## config.mk

```make
export PLATFORM = sky130hd
export DESIGN_NAME = animated_decimal_counter_display
export DESIGN_NICKNAME = d
export VERILOG_FILES = /design/src/hdl/adcd_pkg.sv /design/src/hdl/adcd_fifo.sv /design/src/hdl/adcd_front.sv /design/src/hdl/adcd_back.sv /design/src/hdl/animated_decimal_counter_display.sv
export VERILOG_INCLUDE_DIRS = /design/src /design/src/hdl
export SDC_FILE = /design/constraint.sdc
export NUM_CORES = 1
export LEC_CHECK = 0
export BUFFER_PORTS_ARGS = -buffer_cell sky130_fd_sc_hd__buf_2
export CORE_UTILIZATION = 45
export CTS_CLUSTER_DIAMETER = 100
export DETAILED_ROUTE_END_ITERATION = 8
export GPL_TIMING_DRIVEN = 1
export PLACE_DENSITY_LB_ADDON = 0.15
export REMOVE_ABC_BUFFERS = 1
export SYNTH_ARGS = -nofsm -noshare
export SYNTH_HDL_FRONTEND = slang
export SYNTH_SLANG_ARGS = --single-unit
```

## constraint.sdc

```tcl
create_clock -name clk -period 14.15 [get_ports clk]
set_clock_uncertainty 0.2 [all_clocks]
set_input_delay 3.5375 -clock clk [delete_from_list [all_inputs] [get_ports clk]]
set_output_delay 3.5375 -clock clk [all_outputs]
set_load 0.02 [all_outputs]
```

## src/hdl/animated_decimal_counter_display_macros.svh

```systemverilog
// ----------------------------------------------------------------------------
// animated_decimal_counter_display_macros
// Concurrent assertion shorthands used by the counter display back end.
// ----------------------------------------------------------------------------
`ifndef ANIMATED_DECIMAL_COUNTER_DISPLAY_MACROS_SVH
`define ANIMATED_DECIMAL_COUNTER_DISPLAY_MACROS_SVH

// Condition holds at every clock edge outside reset
`define ADCD_ASSERT_HOLDS(lbl, cond, msg) \
	lbl: assert property (@(posedge clk) disable iff (!arst_n) (cond)) else $error(msg);

// Antecedent implies consequent in the same cycle
`define ADCD_ASSERT_IMPLIES(lbl, ante, cons, msg) \
	lbl: assert property (@(posedge clk) disable iff (!arst_n) (ante) |-> (cons)) \
		else $error(msg);

// Antecedent implies consequent in the next cycle
`define ADCD_ASSERT_NEXT(lbl, ante, cons, msg) \
	lbl: assert property (@(posedge clk) disable iff (!arst_n) (ante) |=> (cons)) \
		else $error(msg);

`endif

```

## src/hdl/adcd_pkg.sv

```systemverilog
`timescale 1ns / 1ps
// ----------------------------------------------------------------------------
// adcd_pkg
// Widths, codes and the command format shared by the counter display blocks.
// ----------------------------------------------------------------------------
package adcd_pkg;

	localparam int VALUE_W  = 30;
	localparam int STEPS_W  = 10;
	localparam int ACTION_W = 2;
	localparam int POS_W    = 4;
	localparam int DIGIT_W  = 4;
	localparam int COL_W    = 3;

	localparam int S_TDATA_W = 40;
	localparam int M_TDATA_W = 48;

	localparam int DIGIT_COUNT_DEF   = 9;
	localparam int ATLAS_COLUMNS_DEF = 5;
	localparam int QUEUE_DEPTH_DEF   = 2;

	// Input word kinds as they arrive on tuser
	typedef enum logic [ACTION_W-1:0] {
		ACT_TICK = 2'd0,
		ACT_SET  = 2'd1,
		ACT_STEP = 2'd2
	} action_t;

	// Classified commands handed from front to back
	typedef enum logic [1:0] {
		OP_TICK,
		OP_SET,
		OP_LOAD,
		OP_STEP
	} op_t;

	typedef struct packed {
		op_t                op;
		logic [VALUE_W-1:0] value;
		logic [STEPS_W-1:0] steps;
	} cmd_t;

	// Largest value shown on the given number of digits
	function automatic logic [VALUE_W-1:0] value_limit(input int digits);
		logic [63:0] p;
		p = 64'd1;
		for (int i = 0; i < digits; i++) begin
			p = p * 64'd10;
		end
		return VALUE_W'(p - 64'd1);
	endfunction

endpackage

```

## src/hdl/adcd_fifo.sv

```systemverilog
`timescale 1ns / 1ps
// ----------------------------------------------------------------------------
// adcd_fifo
// Short register queue that decouples command intake from execution.
// ----------------------------------------------------------------------------
module adcd_fifo #(
	parameter int WIDTH = 8,
	parameter int DEPTH = 2
) (
	input  logic             clk,
	input  logic             arst_n,
	input  logic             wr_valid,
	output logic             wr_ready,
	input  logic [WIDTH-1:0] wr_data,
	output logic             rd_valid,
	input  logic             rd_ready,
	output logic [WIDTH-1:0] rd_data
);

	localparam int PTR_W = (DEPTH > 1) ? $clog2(DEPTH) : 1;
	localparam int CNT_W = $clog2(DEPTH + 1);

	logic [WIDTH-1:0] mem_q [DEPTH];
	logic [PTR_W-1:0] wr_ptr_q;
	logic [PTR_W-1:0] rd_ptr_q;
	logic [CNT_W-1:0] cnt_q;
	logic             do_wr;
	logic             do_rd;

	assign wr_ready = (cnt_q != CNT_W'(DEPTH));
	assign rd_valid = (cnt_q != '0);
	assign rd_data  = mem_q[rd_ptr_q];
	assign do_wr    = wr_valid && wr_ready;
	assign do_rd    = rd_valid && rd_ready;

	// Store incoming entries
	always_ff @(posedge clk) begin
		if (do_wr) begin
			mem_q[wr_ptr_q] <= wr_data;
		end
	end

	// Advance pointers and occupancy
	always_ff @(posedge clk or negedge arst_n) begin
		if (!arst_n) begin
			wr_ptr_q <= '0;
			rd_ptr_q <= '0;
			cnt_q    <= '0;
		end else begin
			if (do_wr) begin
				wr_ptr_q <= (wr_ptr_q == PTR_W'(DEPTH - 1)) ? '0 : wr_ptr_q + 1'b1;
			end
			if (do_rd) begin
				rd_ptr_q <= (rd_ptr_q == PTR_W'(DEPTH - 1)) ? '0 : rd_ptr_q + 1'b1;
			end
			if (do_wr && !do_rd) begin
				cnt_q <= cnt_q + 1'b1;
			end else if (do_rd && !do_wr) begin
				cnt_q <= cnt_q - 1'b1;
			end
		end
	end

endmodule

```

## src/hdl/adcd_front.sv

```systemverilog
`timescale 1ns / 1ps
// ----------------------------------------------------------------------------
// adcd_front
// Accepts input words, clamps the value and classifies each into a command.
// ----------------------------------------------------------------------------
module adcd_front import adcd_pkg::*; #(
	parameter int DIGIT_COUNT = DIGIT_COUNT_DEF
) (
	input  logic                 s_tvalid,
	output logic                 s_tready,
	input  logic [S_TDATA_W-1:0] s_tdata,  // value[29:0], steps[39:30]
	input  logic [ACTION_W-1:0]  s_tuser,  // action[1:0]
	output logic                 push_valid,
	input  logic                 push_ready,
	output cmd_t                 push_cmd
);

	localparam logic [VALUE_W-1:0] LIMIT = value_limit(DIGIT_COUNT);

	logic [VALUE_W-1:0] in_value;
	logic [STEPS_W-1:0] in_steps;
	logic [VALUE_W-1:0] clamped;
	logic               keep;

	assign in_value = s_tdata[VALUE_W-1:0];
	assign in_steps = s_tdata[VALUE_W +: STEPS_W];
	assign clamped  = (in_value > LIMIT) ? LIMIT : in_value;

	// Ready follows queue space; unused actions are taken and dropped
	assign s_tready   = push_ready;
	assign push_valid = s_tvalid && keep;

	// Classify the word
	always_comb begin
		keep           = 1'b1;
		push_cmd.op    = OP_TICK;
		push_cmd.value = clamped;
		push_cmd.steps = in_steps;
		case (action_t'(s_tuser))
			ACT_TICK: begin
				push_cmd.op = OP_TICK;
			end
			ACT_SET: begin
				push_cmd.op = OP_SET;
			end
			ACT_STEP: begin
				push_cmd.op = (in_steps <= STEPS_W'(1)) ? OP_LOAD : OP_STEP;
			end
			default: begin
				keep = 1'b0;
			end
		endcase
	end

endmodule

```

## src/hdl/adcd_back.sv

```systemverilog
`timescale 1ns / 1ps
// ----------------------------------------------------------------------------
// adcd_back
// Executes commands: serial divide for stepping, serial binary to BCD
// conversion, and digit emission through a registered output stage.
// ----------------------------------------------------------------------------
`include "animated_decimal_counter_display_macros.svh"

module adcd_back import adcd_pkg::*; #(
	parameter int DIGIT_COUNT   = DIGIT_COUNT_DEF,
	parameter int ATLAS_COLUMNS = ATLAS_COLUMNS_DEF
) (
	input  logic                 clk,
	input  logic                 arst_n,
	input  logic                 cfg_wr_en,
	input  logic                 cfg_wr_data,
	input  logic                 cmd_valid,
	output logic                 cmd_ready,
	input  cmd_t                 cmd,
	output logic                 m_tvalid,
	input  logic                 m_tready,
	output logic [M_TDATA_W-1:0] m_tdata,
	output logic                 m_tlast
);

	localparam logic [VALUE_W-1:0] LIMIT = value_limit(DIGIT_COUNT);
	localparam int BCD_W    = DIGIT_COUNT * DIGIT_W;
	localparam int ITER_W   = $clog2(VALUE_W);
	localparam int FIELDS_W = POS_W + DIGIT_W + COL_W + 2 + VALUE_W;

	typedef enum logic [2:0] {
		ST_IDLE,
		ST_DIV,
		ST_ACC,
		ST_CONV,
		ST_EMIT
	} state_t;

	state_t               state_q;
	logic [VALUE_W-1:0]   count_q;
	logic [VALUE_W-1:0]   pend_q;
	logic [STEPS_W-1:0]   div_q;
	logic                 slz_q;
	logic [VALUE_W-1:0]   dvd_q;
	logic [STEPS_W-1:0]   rem_q;
	logic [ITER_W-1:0]    iter_q;
	logic [VALUE_W-1:0]   bin_q;
	logic [BCD_W-1:0]     bcd_q;
	logic [POS_W-1:0]     pos_q;
	logic                 seen_q;
	logic                 m_tvalid_q;
	logic [M_TDATA_W-1:0] m_tdata_q;
	logic                 m_tlast_q;

	logic [STEPS_W:0]     rem_shift;
	logic                 ge;
	logic [STEPS_W:0]     rem_next;
	logic [VALUE_W-1:0]   addend;
	logic [VALUE_W:0]     sum;
	logic [VALUE_W-1:0]   sat;
	logic                 pend_gt_div;
	logic [BCD_W-1:0]     bcd_adj;
	logic [BCD_W-1:0]     bcd_shift;
	logic [DIGIT_W-1:0]   out_digit;
	logic                 out_nz;
	logic                 out_last;
	logic                 out_vis;
	logic [COL_W-1:0]     out_col;
	logic                 out_row;
	logic                 load_out;
	logic                 iter_done;

	assign cmd_ready = (state_q == ST_IDLE);
	assign m_tvalid  = m_tvalid_q;
	assign m_tdata   = m_tdata_q;
	assign m_tlast   = m_tlast_q;
	assign iter_done = (iter_q == ITER_W'(VALUE_W - 1));

	// One restoring divide step per cycle
	assign rem_shift = {rem_q, dvd_q[VALUE_W-1]};
	assign ge        = (rem_shift >= {1'b0, div_q});
	assign rem_next  = ge ? (rem_shift - {1'b0, div_q}) : rem_shift;

	// Saturating add of the step (quotient or whole remainder)
	assign addend      = (state_q == ST_ACC) ? dvd_q : pend_q;
	assign sum         = {1'b0, count_q} + {1'b0, addend};
	assign sat         = (sum > {1'b0, LIMIT}) ? LIMIT : sum[VALUE_W-1:0];
	assign pend_gt_div = (pend_q > {{(VALUE_W - STEPS_W){1'b0}}, div_q});

	// Double-dabble adjust of each digit, then shift in the next bit
	always_comb begin
		for (int d = 0; d < DIGIT_COUNT; d++) begin
			bcd_adj[d*DIGIT_W +: DIGIT_W] = (bcd_q[d*DIGIT_W +: DIGIT_W] >= DIGIT_W'(5)) ?
				bcd_q[d*DIGIT_W +: DIGIT_W] + DIGIT_W'(3) : bcd_q[d*DIGIT_W +: DIGIT_W];
		end
	end
	assign bcd_shift = {bcd_adj[BCD_W-2:0], bin_q[VALUE_W-1]};

	// Fields of the digit about to be emitted
	assign out_digit = bcd_q[BCD_W-1 -: DIGIT_W];
	assign out_nz    = (out_digit != '0);
	assign out_last  = (pos_q == POS_W'(DIGIT_COUNT - 1));
	assign out_vis   = out_last || slz_q || seen_q || out_nz;
	assign load_out  = (state_q == ST_EMIT) && (!m_tvalid_q || m_tready);

	// Look up the atlas cell of the digit in a small constant table
	always_comb begin
		out_col = '0;
		out_row = 1'b0;
		for (int dv = 0; dv < (1 << DIGIT_W); dv++) begin
			if (out_digit == DIGIT_W'(dv)) begin
				out_col = COL_W'(dv % ATLAS_COLUMNS);
				out_row = 1'((dv / ATLAS_COLUMNS) & 1);
			end
		end
	end

	// Sequencer, state registers and output stage
	always_ff @(posedge clk or negedge arst_n) begin
		if (!arst_n) begin
			state_q    <= ST_IDLE;
			count_q    <= '0;
			pend_q     <= '0;
			div_q      <= STEPS_W'(1);
			slz_q      <= 1'b1;
			dvd_q      <= '0;
			rem_q      <= '0;
			iter_q     <= '0;
			bin_q      <= '0;
			bcd_q      <= '0;
			pos_q      <= '0;
			seen_q     <= 1'b0;
			m_tvalid_q <= 1'b0;
			m_tdata_q  <= '0;
			m_tlast_q  <= 1'b0;
		end else begin
			if (cfg_wr_en) begin
				slz_q <= cfg_wr_data;
			end
			if (m_tvalid_q && m_tready && !load_out) begin
				m_tvalid_q <= 1'b0;
			end
			case (state_q)
				ST_IDLE: begin
					if (cmd_valid) begin
						case (cmd.op)
							OP_SET: begin
								count_q <= cmd.value;
								pend_q  <= '0;
								div_q   <= STEPS_W'(1);
							end
							OP_LOAD: begin
								count_q <= cmd.value;
							end
							OP_STEP: begin
								pend_q <= cmd.value;
								div_q  <= cmd.steps;
							end
							OP_TICK: begin
								iter_q <= '0;
								if (pend_q == '0) begin
									bin_q   <= count_q;
									bcd_q   <= '0;
									state_q <= ST_CONV;
								end else if (pend_gt_div) begin
									dvd_q   <= pend_q;
									rem_q   <= '0;
									state_q <= ST_DIV;
								end else begin
									count_q <= sat;
									pend_q  <= '0;
									bin_q   <= sat;
									bcd_q   <= '0;
									state_q <= ST_CONV;
								end
							end
							default: begin
							end
						endcase
					end
				end
				ST_DIV: begin
					rem_q  <= rem_next[STEPS_W-1:0];
					dvd_q  <= {dvd_q[VALUE_W-2:0], ge};
					iter_q <= iter_q + 1'b1;
					if (iter_done) begin
						state_q <= ST_ACC;
					end
				end
				ST_ACC: begin
					count_q <= sat;
					pend_q  <= pend_q - dvd_q;
					bin_q   <= sat;
					bcd_q   <= '0;
					iter_q  <= '0;
					state_q <= ST_CONV;
				end
				ST_CONV: begin
					bcd_q  <= bcd_shift;
					bin_q  <= bin_q << 1;
					iter_q <= iter_q + 1'b1;
					if (iter_done) begin
						pos_q   <= '0;
						seen_q  <= 1'b0;
						state_q <= ST_EMIT;
					end
				end
				ST_EMIT: begin
					if (load_out) begin
						m_tvalid_q <= 1'b1;
						m_tdata_q  <= {{(M_TDATA_W - FIELDS_W){1'b0}}, count_q, out_vis,
							out_row, out_col, out_digit, pos_q};
						m_tlast_q  <= out_last;
						bcd_q      <= bcd_q << DIGIT_W;
						pos_q      <= pos_q + 1'b1;
						seen_q     <= seen_q || out_nz;
						if (out_last) begin
							state_q <= ST_IDLE;
						end
					end
				end
				default: begin
					state_q <= ST_IDLE;
				end
			endcase
		end
	end

	`ADCD_ASSERT_HOLDS(a_count_in_range, count_q <= LIMIT, "shown count above limit")
	`ADCD_ASSERT_IMPLIES(a_div_only_when_larger, state_q == ST_DIV,
		pend_gt_div && (div_q != '0), "divide entered without increment above divisor")
	`ADCD_ASSERT_IMPLIES(a_last_slot, m_tvalid && m_tlast,
		m_tdata[POS_W-1:0] == POS_W'(DIGIT_COUNT - 1), "end of run on wrong slot")
	`ADCD_ASSERT_NEXT(a_run_closes, load_out && out_last,
		(state_q == ST_IDLE) && m_tvalid, "last digit did not close the run")

endmodule

```

## src/hdl/animated_decimal_counter_display.sv

```systemverilog
`timescale 1ns / 1ps
// ----------------------------------------------------------------------------
// animated_decimal_counter_display
// Stepped decimal counter that emits its digits with sprite atlas cells.
// ----------------------------------------------------------------------------
// Input words arrive on s_t*: tuser carries the action, tdata the value and
// step count. Set and step words change state and produce nothing; each tick word
// produces DIGIT_COUNT output words on m_t*, most significant slot first,
// with tlast on the least significant slot. show_leading_zeros is to be
// written through cfg_wr_en / cfg_wr_data only while the block is idle;
// the block itself does not enforce this. A front stage classifies and
// clamps words into a short command queue, accepting one word per cycle
// while the queue has room. The back end takes one command at a time and
// takes no new one until it is back in idle. A tick starts in idle, runs a
// serial divide when the pending increment is larger than the step divisor
// (one quotient bit per cycle, then an accumulate step), converts the
// count from binary to BCD serially, then emits one output word per digit
// as the receiver takes them. Reset clears the count and increment, sets
// the divisor to one and shows leading zeros. A stalled receiver holds the
// output register; the back end waits and the queue then fills before
// s_tready drops.
// ----------------------------------------------------------------------------
module animated_decimal_counter_display import adcd_pkg::*; #(
	parameter int DIGIT_COUNT   = DIGIT_COUNT_DEF,
	parameter int ATLAS_COLUMNS = ATLAS_COLUMNS_DEF,
	parameter int QUEUE_DEPTH   = QUEUE_DEPTH_DEF
) (
	input  logic                 clk,
	input  logic                 arst_n,
	input  logic                 cfg_wr_en,
	input  logic                 cfg_wr_data,  // show_leading_zeros
	input  logic                 s_tvalid,
	output logic                 s_tready,
	input  logic [S_TDATA_W-1:0] s_tdata,      // value[29:0], steps[39:30]
	input  logic [ACTION_W-1:0]  s_tuser,      // action[1:0]
	output logic                 m_tvalid,
	input  logic                 m_tready,
	// digit_position[3:0], digit[7:4], atlas_column[10:8], atlas_row[11],
	// visible[12], shown_total[42:13], zero fill[47:43]
	output logic [M_TDATA_W-1:0] m_tdata,
	output logic                 m_tlast       // last_digit
);

	logic push_valid;
	logic push_ready;
	cmd_t push_cmd;
	logic pop_valid;
	logic pop_ready;
	cmd_t pop_cmd;

	adcd_front #(
		.DIGIT_COUNT(DIGIT_COUNT)
	) u_front (
		.s_tvalid  (s_tvalid),
		.s_tready  (s_tready),
		.s_tdata   (s_tdata),
		.s_tuser   (s_tuser),
		.push_valid(push_valid),
		.push_ready(push_ready),
		.push_cmd  (push_cmd)
	);

	adcd_fifo #(
		.WIDTH($bits(cmd_t)),
		.DEPTH(QUEUE_DEPTH)
	) u_queue (
		.clk     (clk),
		.arst_n  (arst_n),
		.wr_valid(push_valid),
		.wr_ready(push_ready),
		.wr_data (push_cmd),
		.rd_valid(pop_valid),
		.rd_ready(pop_ready),
		.rd_data (pop_cmd)
	);

	adcd_back #(
		.DIGIT_COUNT  (DIGIT_COUNT),
		.ATLAS_COLUMNS(ATLAS_COLUMNS)
	) u_back (
		.clk        (clk),
		.arst_n     (arst_n),
		.cfg_wr_en  (cfg_wr_en),
		.cfg_wr_data(cfg_wr_data),
		.cmd_valid  (pop_valid),
		.cmd_ready  (pop_ready),
		.cmd        (pop_cmd),
		.m_tvalid   (m_tvalid),
		.m_tready   (m_tready),
		.m_tdata    (m_tdata),
		.m_tlast    (m_tlast)
	);

endmodule
```

==> key figures <==
Global route
  – Vias in the first global route: 15500
  – First-pass GRT wire length: 82700 um
  – Pin count of the biggest net entering global routing: 114
  – Initial antenna violation count: 0
  – Total GRT Usage: 0.230
  – Gr ovfl total: 0

Clocking
  – TritonCTS buffer count: 38
  – CTS clk-pin slew, worst paths: 0.06 ns
  – CTS tree: done
  – Total setup buffers inserted after CTS: 0
  – CTS Buffer Depth: 3
  – Hold-fix buffers at CTS: 0
  – Worst skew pair latency: 0.55 ns
  – PostCTS Resize Cnt: 0
  – CTS H-Tree Depth: 2
  – Clock sinks: 323
  – Clock Tree Root: clkbuf_16

Final layout
  – Ant. Diodes: 0
  – Post-route cell area: 22100 sq um
  – Commonest cells after routing, fill and taps aside: nand2_1, dfrtp_1, o21ai_0, a21oi_1, nor2_1
  – Register area: 8510 sq um
  – Layout cells sized above 1: 0.121
  – Post-route insts no fill: 2848
  – Area occupied by multi-input gates: 10500 sq um
  – Most common cell after layout, fill and taps aside: nand2_1
  – Layout fillers: 4069
  – P&R area growth vs syn: 11.4%
  – Finished Core Util: 0.510
  – Post-layout net count: 2398

Drt
  – Detailed-route via count: 16100
  – # DRC: 0
  – DRT Wirelength: 50400 um
  – TritonRoute pass-1 iters: 5
  – DRT iter0 DRCs: 1292
  – DR vias/cell: 5.65
  – Final ANT Viol Nets: 0
  – Wirelength per Cell: 17.7 um

Critical path
  – Worst-path fanout max: 97
  – Arrival time worst endpoint: 6.10 ns
  – Critical path class: reg2reg
  – CP startpoint kind: flip-flop
  – Setup crit end kind: flip-flop
  – Cell at the slowest stage of the critical path: dfrtp_1
  – Cell-by-cell trace of the critical path: nand2b_1 > or2_2 > buf_4 > o21ai_0 > ha_1 > a21o_1 > a221oi_1 > o22a_2 > a211oi_2 > nor2_1 > mux2i_1 > nand4_1 > a31o_4 > a21oi_4 > buf_4 > o21ai_0 > mux2_2
  – Worst path max stage delay: 0.71 ns
  – WP data required: 14.38 ns

Synthesis
  – Post-synth EDFFs: 84
  – Register area share after synthesis: 0.430
  – Yosys warns: 0
  – Largest area contributor in the netlist: dfrtp_1
  – Synth area leaders: dfrtp_1, edfxtp_1, ha_1
  – Post-synth cell types: 76
  – Asr flop ratio synth: 0.740
  – Yosys top cell area share: 0.300
  – Cell area after synthesis: 19800 sq um
  – Syn_area_per_cell: 8.98 sq um
  – Primary FF master, synth: dfrtp_1
  – Flops & latches, synth: 323
  – Cell count after synthesis: 2204

Status
  – Status: finished clean

STA
  – Period utilisation layout: 0.414
  – Fmax: 171 MHz
  – Hold Slack: 0.267 ns
  – Min cycle time layout: 5.86 ns
  – Final Max Slew Viols: 0
  – RSZ-0062 raised after global routing: no
  – Total negative slack: 0 ns
  – Rel. slew slack: 0.221
  – Hold Vio Cnt, Final: 0
  – Actual slew at the worst max-slew pin: 1.17 ns
  – Finish-stage setup viols: 0

Job
  – Number of max-cap violations: 0

Placed design
  – Hpwl dp: 35700 um
  – Placed Cells: 2781
  – Port Buf Inserts: 93
  – Placement Cell Area: 20700 sq um
  – Gp weighted congestion: 0.914

Floorplan
  – Standard-cell rows: 76
  – Core area: 43300 sq um
  – Initial core utilization: 0.457
  – Die Ht: 212 um
  – Top-level I/O count: 99
  – Chip Width: 212 um
  – Die area: 44800 sq um

Min path
  – Worst Hold Class: reg2reg

Power
  – Maximum VDD drop: 0.133 mV
  – Leakage: 10.0 nW
  – PwrDens: 280 nW/um^2
-- power breakdown --
group          switching, mW  internal (mW)  leakage, nW
sequential             0.348           1.33         3.71
combinational           2.12           1.35         5.67
clock                  0.392          0.644        0.649
-- stage by stage --
step | setup WS, ns | power, mW
2_1_floorplan | 6.89 | 4.19
3_3_place_gp | 8.39 | 5.05
3_5_place_dp | 8.31 | 5.13
4_1_cts | 8.29 | 6.19
5_1_grt | 7.78 | 6.73
6_report | 8.29 | 6.18
-- synthesized netlist by cell type, types with 8 or more instances --
cell        n
a211oi_1    8
nor4_1     10
mux2i_1    53
buf_2       8
a31oi_1    15
o21a_1     18
clkbuf_1  107
or2_2      24
o31ai_1    17
nand2_1   335
a21o_1     47
o21ai_1    15
a21oi_1   165
edfxtp_1   84
and2_1     14
o22ai_1    15
nand3_1    24
o21ai_0   219
a22oi_1    19
a221oi_1   42
nand2b_1   24
mux2_2     44
nor2b_1    28
nor3_1     44
dfrtp_1   237
a32oi_1    11
nor2_1    158
nand4_1    22
ha_1      111
xor2_1     34
xnor2_1    40
inv_1      94
-- metal layers --
metal  wire length, um  up-vias  GRT usage
met5                 0        -          0
met1             25100     7691      0.351
met4              1150        0     0.0665
li1                  -     7949          -
met2             21600      368      0.340
met3              2530       74     0.0246
-- critical path, delay by kind of cell (launching register included) --
family,cells,cell delay [ns]
adders and majority gates,1,0.34
DFF,1,0.71
muxes,2,0.54
AOI/OAI and AO/OA,8,2.19
buffers and inverters,2,0.82
and+or+nand+nor,4,0.89
-- sequential cells by signal (all words and copies together), names as in the netlist, 2 cells and up --
| name | cells |
|---|---|
| u_back.bcd_q | 36 |
| u_back.bin_q | 30 |
| u_back.count_q | 30 |
| u_back.div_q | 10 |
| u_back.dvd_q | 30 |
| u_back.iter_q | 5 |
| u_back.m_tdata | 43 |
| u_back.pend_q | 30 |
| u_back.pos_q | 4 |
| u_back.rem_q | 10 |
| u_back.state_q | 3 |
| u_queue.cnt_q | 2 |
| u_queue.mem_q | 84 |
-- path summary, 6_finish.rpt --
kind                                          from                  to  slack, ns  depth (start not counted)
worst min-delay path            u_back.m_tdata[27]  u_back.m_tdata[27]       0.27                          2
worst min register to register  u_back.m_tdata[27]  u_back.m_tdata[27]       0.27                          2
max in group asynchronous                   arst_n  u_back.count_q[13]       9.38                          2
min in group asynchronous                   arst_n   u_back.m_tdata[8]       2.84                          1
worst max register to register   u_back.state_q[1]   u_back.count_q[9]       8.29                         17
worst max-delay path             u_back.state_q[1]   u_back.count_q[9]       8.29                         17
-- cells by family (layout without fill, tap and decap cells) --
group           count (synthesis)  count (layout)  share of synthesized area
simple gates                  716             716                      0.162
compound gates                656             656                      0.206
flops                         323             323                      0.430
buf+inv                       223             278                     0.0446
fa+ha+maj                     114             114                     0.0732
mux                            97              97                     0.0518
xor+xnor                       74              74                     0.0327
other cells                     1               5                   0.000189
-- layout make-up --
class	count	share of cell area
tap	585	0.0332
clock buffer	50	0.0488
inverter	94	0.0160
sequential	323	0.386
multi-input combinational	1662	0.475
clock inverter	17	0.0115
timing repair buffer	117	0.0297
Note: power is estimated with default switching activity, not from simulation.
